### src/rtl/ptwc_pkg.sv
package ptwc_pkg;

    localparam int TABLE_DEPTH_DEF = 256;
    localparam int FRAC_BITS_DEF   = 16;

    localparam int KEY_W      = 29;
    localparam int SEG_SHIFT  = 0;
    localparam int CID_SHIFT  = 11;
    localparam int PLID_SHIFT = 19;
    localparam int UD_SHIFT   = 27;

    localparam logic [1:0] OP_CLEAR   = 2'd0;
    localparam logic [1:0] OP_LOAD    = 2'd1;
    localparam logic [1:0] OP_FORWARD = 2'd2;
    localparam logic [1:0] OP_REVERSE = 2'd3;

    localparam logic [1:0] TY_NONE = 2'd0;
    localparam logic [1:0] TY_ISQR = 2'd1;
    localparam logic [1:0] TY_QUAD = 2'd2;

    localparam logic [2:0] ST_OK        = 3'd0;
    localparam logic [2:0] ST_NOT_FOUND = 3'd1;
    localparam logic [2:0] ST_NO_METHOD = 3'd2;
    localparam logic [2:0] ST_FEW_COEFF = 3'd3;
    localparam logic [2:0] ST_FULL      = 3'd4;

    typedef enum logic [3:0] {
        S_IDLE,
        S_SEARCH,
        S_SRCH_CHK,
        S_READ,
        S_DISPATCH,
        S_SQRT,
        S_DIV,
        S_ISQ_FIN,
        S_MUL_AE,
        S_MUL_AEE,
        S_MUL_BE,
        S_QUAD_FIN,
        S_OUT
    } state_t;

    function automatic logic signed [63:0] sat32(input logic signed [65:0] x);
        if (x > 66'sd2147483647)
            return 64'sd2147483647;
        else if (x < -66'sd2147483648)
            return -64'sd2147483648;
        else
            return x[63:0];
    endfunction

endpackage

### src/rtl/ptwc_sqrtdiv.sv
module ptwc_sqrtdiv
    import ptwc_pkg::*;
(
    input  logic        clk,
    input  logic        rst_n,
    input  logic        sqrt_start,
    input  logic [63:0] sqrt_in,
    input  logic        div_start,
    input  logic [63:0] dividend,
    output logic        busy,
    output logic [63:0] result
);

    // shared restoring unit: 32 steps for sqrt (64-bit radicand), 64 steps for divide
    logic [63:0] num_reg, num_next;
    logic [63:0] acc_reg, acc_next;
    logic [63:0] res_reg, res_next;
    logic [63:0] den_reg, den_next;
    logic [6:0]  cnt_reg, cnt_next;
    logic        mode_reg, mode_next;
    logic        busy_reg, busy_next;

    logic [65:0] trial;
    logic [64:0] dtrial;

    always_comb
    begin
        num_next  = num_reg;
        acc_next  = acc_reg;
        res_next  = res_reg;
        den_next  = den_reg;
        cnt_next  = cnt_reg;
        mode_next = mode_reg;
        busy_next = busy_reg;
        trial     = '0;
        dtrial    = '0;
        if (sqrt_start)
        begin
            num_next  = sqrt_in;
            acc_next  = '0;
            res_next  = '0;
            cnt_next  = 7'd32;
            mode_next = 1'b0;
            busy_next = 1'b1;
        end
        else if (div_start)
        begin
            den_next  = (res_reg == 64'd0) ? 64'd1 : res_reg;
            num_next  = dividend;
            acc_next  = '0;
            res_next  = '0;
            cnt_next  = 7'd64;
            mode_next = 1'b1;
            busy_next = 1'b1;
        end
        else if (busy_reg)
        begin
            if (!mode_reg)
            begin
                trial = {acc_reg, num_reg[63:62]} - {res_reg[63:0], 2'b01};
                if (!trial[65])
                begin
                    acc_next = trial[63:0];
                    res_next = {res_reg[62:0], 1'b1};
                end
                else
                begin
                    acc_next = {acc_reg[61:0], num_reg[63:62]};
                    res_next = {res_reg[62:0], 1'b0};
                end
                num_next = {num_reg[61:0], 2'b00};
            end
            else
            begin
                dtrial = {acc_reg, num_reg[63]} - {1'b0, den_reg};
                if (!dtrial[64])
                begin
                    acc_next = dtrial[63:0];
                    res_next = {res_reg[62:0], 1'b1};
                end
                else
                begin
                    acc_next = {acc_reg[62:0], num_reg[63]};
                    res_next = {res_reg[62:0], 1'b0};
                end
                num_next = {num_reg[62:0], 1'b0};
            end
            cnt_next = cnt_reg - 7'd1;
            if (cnt_reg == 7'd1)
                busy_next = 1'b0;
        end
    end

    always_ff @(posedge clk or negedge rst_n)
    begin
        if (!rst_n)
        begin
            busy_reg <= 1'b0;
            cnt_reg  <= '0;
            mode_reg <= 1'b0;
        end
        else
        begin
            busy_reg <= busy_next;
            cnt_reg  <= cnt_next;
            mode_reg <= mode_next;
        end
    end

    always_ff @(posedge clk)
    begin
        num_reg <= num_next;
        acc_reg <= acc_next;
        res_reg <= res_next;
        den_reg <= den_next;
    end

    assign busy   = busy_reg;
    assign result = res_reg;

endmodule

### config.mk
export PLATFORM = sky130hd
export DESIGN_NAME = ptwc_sqrtdiv
export DESIGN_NICKNAME = d
export VERILOG_FILES = /design/src/rtl/ptwc_pkg.sv /design/src/rtl/ptwc_sqrtdiv.sv
export SDC_FILE = /design/constraint.sdc
export NUM_CORES = 1
export LEC_CHECK = 0
export ABC_CLOCK_PERIOD_IN_PS = 8540
export BUFFER_PORTS_ARGS = -buffer_cell sky130_fd_sc_hd__buf_2
export CORE_UTILIZATION = 47
export CTS_CLUSTER_SIZE = 25
export DETAILED_ROUTE_END_ITERATION = 12
export PLACE_DENSITY_LB_ADDON = 0.05
export SKIP_CTS_REPAIR_TIMING = 1
export SYNTH_ARGS = -nofsm -noshare
export SYNTH_HDL_FRONTEND = slang
export SYNTH_SLANG_ARGS = --single-unit
### constraint.sdc
create_clock -name clk -period 8.54 [get_ports clk]
set_clock_uncertainty 0.2 [all_clocks]
set_input_delay 1.281 -clock clk [delete_from_list [all_inputs] [get_ports clk]]
set_output_delay 1.281 -clock clk [all_outputs]
set_load 0.005 [all_outputs]
==> flow_summary_export.csv <==
group,metric,value,unit
outcome,status,"complete, no violations",
sta,clock.fmax,195.6,MHz
sta,tightestPinTransition,1.060,ns
critical_path,critPathCaptureType,"register",
floorplan,core-area,0.04412,mm2
cts,tritoncts,"built",
drt,drc,0,
drt,drt_first_iter_violations,1447,
layout,fillCellCount,4466,
logic_synthesis,synthesis.area_per_instance,8.003,um2
worst_hold_path,endpoint_worst_hold,"den_reg[20]",
drt,totalWireLength,64060,um
place,detailed_placement_hpwl,46460,um
sta,timing.slew.headroom,29.26,%
pwr,pwr_density_cell,460.5,mW/mm2
drt,count_of_nets_left_with_antenna_violations_after_detail_routing,0,
worst_hold_path,min_path_type,"reg -> reg",
critical_path,required,8.77,ns
critical_path,path_class,"reg -> reg",
sta,unrepaired_setup_endpoints_after_global_routing,"no",
layout,post_layout_instance_area,0.02304,mm2
global_routing,global_route.usage.met3,4.677,%
sta,min_tclk_post_route,5.114,ns
layout,multiInputGateArea,0.01282,mm2
layout,register_area,0.006639,mm2
global_routing,grt_start_max_net_pins,91,
floorplan,core.rowCount,77,
pwr,power.clock.fraction,13.0,%
worst_hold_path,hold_depth,0,
cts,clk_pin_slew,0.06,ns
cts,cts_num_sinks,265,
place,count_of_buffers_inserted_at_the_top_level_ports,196,
logic_synthesis,yosys_most_used_dff,"sky130_fd_sc_hd__edfxtp_1",
drt,num_vias,19270,
layout,antenna_cells_inserted,0,
pwr,pwr-share-seq,16.4,%
critical_path,timing.rr.start,"num_reg[63]",
logic_synthesis,ys.warnings.count,0,
place,placed_area,0.02198,mm2
floorplan,die_width,213.3,um
sta,final-max-slew-violation-count,0,
critical_path,data_arrival_time_at_the_worst_slack_endpoint,5.35,ns
global_routing,gr-usage-all-layers,28.17,%
pwr,sw_frac_of_total,51.48,%
cts,htreeDepth,2,
logic_synthesis,synth_enable_flop_cells,128,
run,maxCapViolCount,0,
floorplan,design.die.area,0.04549,mm2
layout,final_net_count,2909,
pwr,comb_power_share,70.6,%
critical_path,reg2reg_depth,16,
global_routing,number_of_antenna_violations_at_the_first_check_in_global_routing,0,
logic_synthesis,synth.lib_cells_used.distinct,96,
floorplan,io-pin-count,197,
layout,synthToLayoutAreaGrowth,9.785,%
global_routing,grt_pass1_wl,101000,um
floorplan,die_h,213.3,um
pwr,p_sw,5462,uW
critical_path,crit_path_start_kind,"register",
global_routing,grt_util_met2,43.65,%
sta,report.final.setup_viol,0,
cts,cts-buffers-inserted,35,
worst_hold_path,holdCritStartpoint,"result[20]",
cts,clock_latency,0.57,ns
pwr,maximum_vdd_ir_drop,578.1,uV
logic_synthesis,syn-instance-count,2622,
logic_synthesis,postSynth.asyncResetShare,3.396,%
sta,final_min_period_over_clock_period,59.88,%
floorplan,initial_core_utilization,47.56,%
critical_path,critPathMaxFanout,71,
global_routing,grt.met1_usage,39.46,%
global_routing,first_global_vias,18197,
pwr,intPower,5147,uW
sta,hold_viol_final,0,
global_routing,globalRouteOverflowTotal,0,
logic_synthesis,sequential_share_of_the_synthesized_area,31.60,%
cts,root_buffer,"sky130_fd_sc_hd__clkbuf_16",
logic_synthesis,syn_area,0.02098,mm2
drt,vias_per_std_cell,5.904,
logic_synthesis,number_of_nets_in_the_synthesized_netlist,2885,
logic_synthesis,ys_ff_latch,265,
critical_path,rrSetupSlack,3.43,ns
sta,tns,0,ns
pwr,power_leakage,0.01040,uW
cts,cts-root-to-sink-buffers,3,
global_routing,grt.busiest_layer,"met2",
drt,drt_first_pass_iters,5,
critical_path,endpoint_of_the_most_critical_register_to_register_path,"acc_reg[48]",
place,place_congestion,0.9136,
drt,post_drt_wl_per_cell,19.63,um
layout,drive_gt1_share,11.49,%
==> layout make-up <==
cell class / instances / area share [%]
Inverter: 177 / 2.884
Clock inverter: 13 / 0.4073
Sequential cell: 265 / 28.82
Tap cell: 592 / 3.215
Multi-Input combinational cell: 1953 / 55.63
Timing Repair Buffer: 214 / 4.866
Clock buffer: 50 / 4.177
==> Yosys cell counts, drive strengths merged, types with 35 or more instances <==
library cell | instances | share of area, %
nand2 | 275 | 4.9
clkbuf | 185 | 3.3
a21oi | 248 | 6.0
mux2i | 140 | 6.7
nor2 | 262 | 4.7
nand4 | 43 | 1.3
a21o | 73 | 2.6
xor2 | 45 | 1.9
edfxtp | 128 | 18
nand3 | 40 | 0.95
ha | 130 | 7.8
buf | 42 | 1.0
o21ai | 173 | 4.2
xnor2 | 74 | 3.2
a32o | 35 | 1.7
inv | 177 | 3.2
o211ai | 73 | 2.6
dfxtp | 128 | 12
==> metrics by stage <==
step / worst slack, ns / power, uW / hold slack, ns / cells / utilization [%]
floorplan: 3.174 / 7385 / 0.2923 / 2622 / -
global placement: 3.544 / 9080 / 0.3160 / 3201 / 49.82
detailed placement: 3.553 / 9094 / 0.3194 / 3201 / 49.82
CTS: 3.515 / 10530 / 0.3274 / 3264 / 52.21
global route: 3.220 / 11440 / 0.3487 / 3264 / 52.21
finish: 3.426 / 10610 / 0.3280 / 3264 / 52.21
==> worst max-delay path by stage <==
stage           startpoint     endpoint  slack, ns  cells past startpoint
4_1_cts        num_reg[63]  acc_reg[48]       3.51                     16
3_5_place_dp   num_reg[63]  acc_reg[48]       3.55                     16
3_3_place_gp   num_reg[63]  acc_reg[48]       3.54                     16
5_1_grt        num_reg[63]  acc_reg[48]       3.22                     16
6_report       num_reg[63]  acc_reg[48]       3.43                     16
2_1_floorplan    div_start   num_reg[0]       3.17                      4
==> per-layer routing <==
metal / wire (um) / part of all wire, %
met5: 0 / 0
met4: 1844 / 2.9
met3: 4175 / 6.5
met2: 27800 / 43
met1: 30240 / 47
==> critical path, stage by stage (launching register included) <==
cell                       delay [ns]
sky130_fd_sc_hd__edfxtp_1        0.37
sky130_fd_sc_hd__inv_1           0.07
sky130_fd_sc_hd__ha_1            0.21
sky130_fd_sc_hd__inv_1           0.07
sky130_fd_sc_hd__fa_1            0.22
sky130_fd_sc_hd__a21oi_1         0.12
sky130_fd_sc_hd__o32ai_1         0.53
sky130_fd_sc_hd__o21ai_1         0.29
sky130_fd_sc_hd__o22ai_1         0.39
sky130_fd_sc_hd__o21ai_2         0.21
sky130_fd_sc_hd__a311oi_2        0.62
sky130_fd_sc_hd__nor2_2          0.20
sky130_fd_sc_hd__xnor2_4         0.19
sky130_fd_sc_hd__buf_4           0.64
sky130_fd_sc_hd__mux2i_1         0.27
sky130_fd_sc_hd__nor2_1          0.07
sky130_fd_sc_hd__a221o_1         0.27
==> power groups by stage <==
stage	Clock, uW	Combinational, uW	Sequential, uW
after detailed placement	0	7340	1760
after global placement	0	7330	1750
final	1380	7490	1730
after CTS	1420	7380	1730
after floorplan	0	5720	1660
after global routing	1470	8210	1760
==> cells by family (layout without fill, tap and decap cells) <==
family | count (synthesis) | after routing | share of synthesized area, %
AO/OA/AOI/OAI | 813 | 813 | 25.31
AND/OR/NAND/NOR | 746 | 746 | 15.69
buffers and inverters | 404 | 454 | 7.525
flip-flops | 265 | 265 | 31.60
multiplexers | 144 | 144 | 6.893
adder cells (fa/ha/maj) | 131 | 131 | 7.847
XOR/XNOR | 119 | 119 | 5.128
==> cell usage in the layout, fill, tap and decap left out, types with 10 or more instances in the layout <==
cell type,count
sky130_fd_sc_hd__a211oi_1,25
sky130_fd_sc_hd__a21o_1,72
sky130_fd_sc_hd__a21oi_1,247
sky130_fd_sc_hd__a31oi_1,30
sky130_fd_sc_hd__a32o_1,35
sky130_fd_sc_hd__and3_1,12
sky130_fd_sc_hd__buf_2,194
sky130_fd_sc_hd__buf_4,20
sky130_fd_sc_hd__clkbuf_1,12
sky130_fd_sc_hd__clkbuf_16,35
sky130_fd_sc_hd__dfxtp_1,128
sky130_fd_sc_hd__edfxtp_1,128
sky130_fd_sc_hd__ha_1,130
sky130_fd_sc_hd__inv_1,175
sky130_fd_sc_hd__mux2i_1,140
sky130_fd_sc_hd__nand2_1,275
sky130_fd_sc_hd__nand2b_1,10
sky130_fd_sc_hd__nand3_1,40
sky130_fd_sc_hd__nand4_1,43
sky130_fd_sc_hd__nor2_1,257
sky130_fd_sc_hd__nor3_1,28
sky130_fd_sc_hd__nor4_1,24
sky130_fd_sc_hd__o211ai_1,72
sky130_fd_sc_hd__o21a_1,13
sky130_fd_sc_hd__o21ai_0,149
sky130_fd_sc_hd__o21ai_1,22
sky130_fd_sc_hd__o21bai_1,33
sky130_fd_sc_hd__xnor2_1,72
sky130_fd_sc_hd__xor2_1,44
No activity file was read; power rests on OpenSTA's default activity.
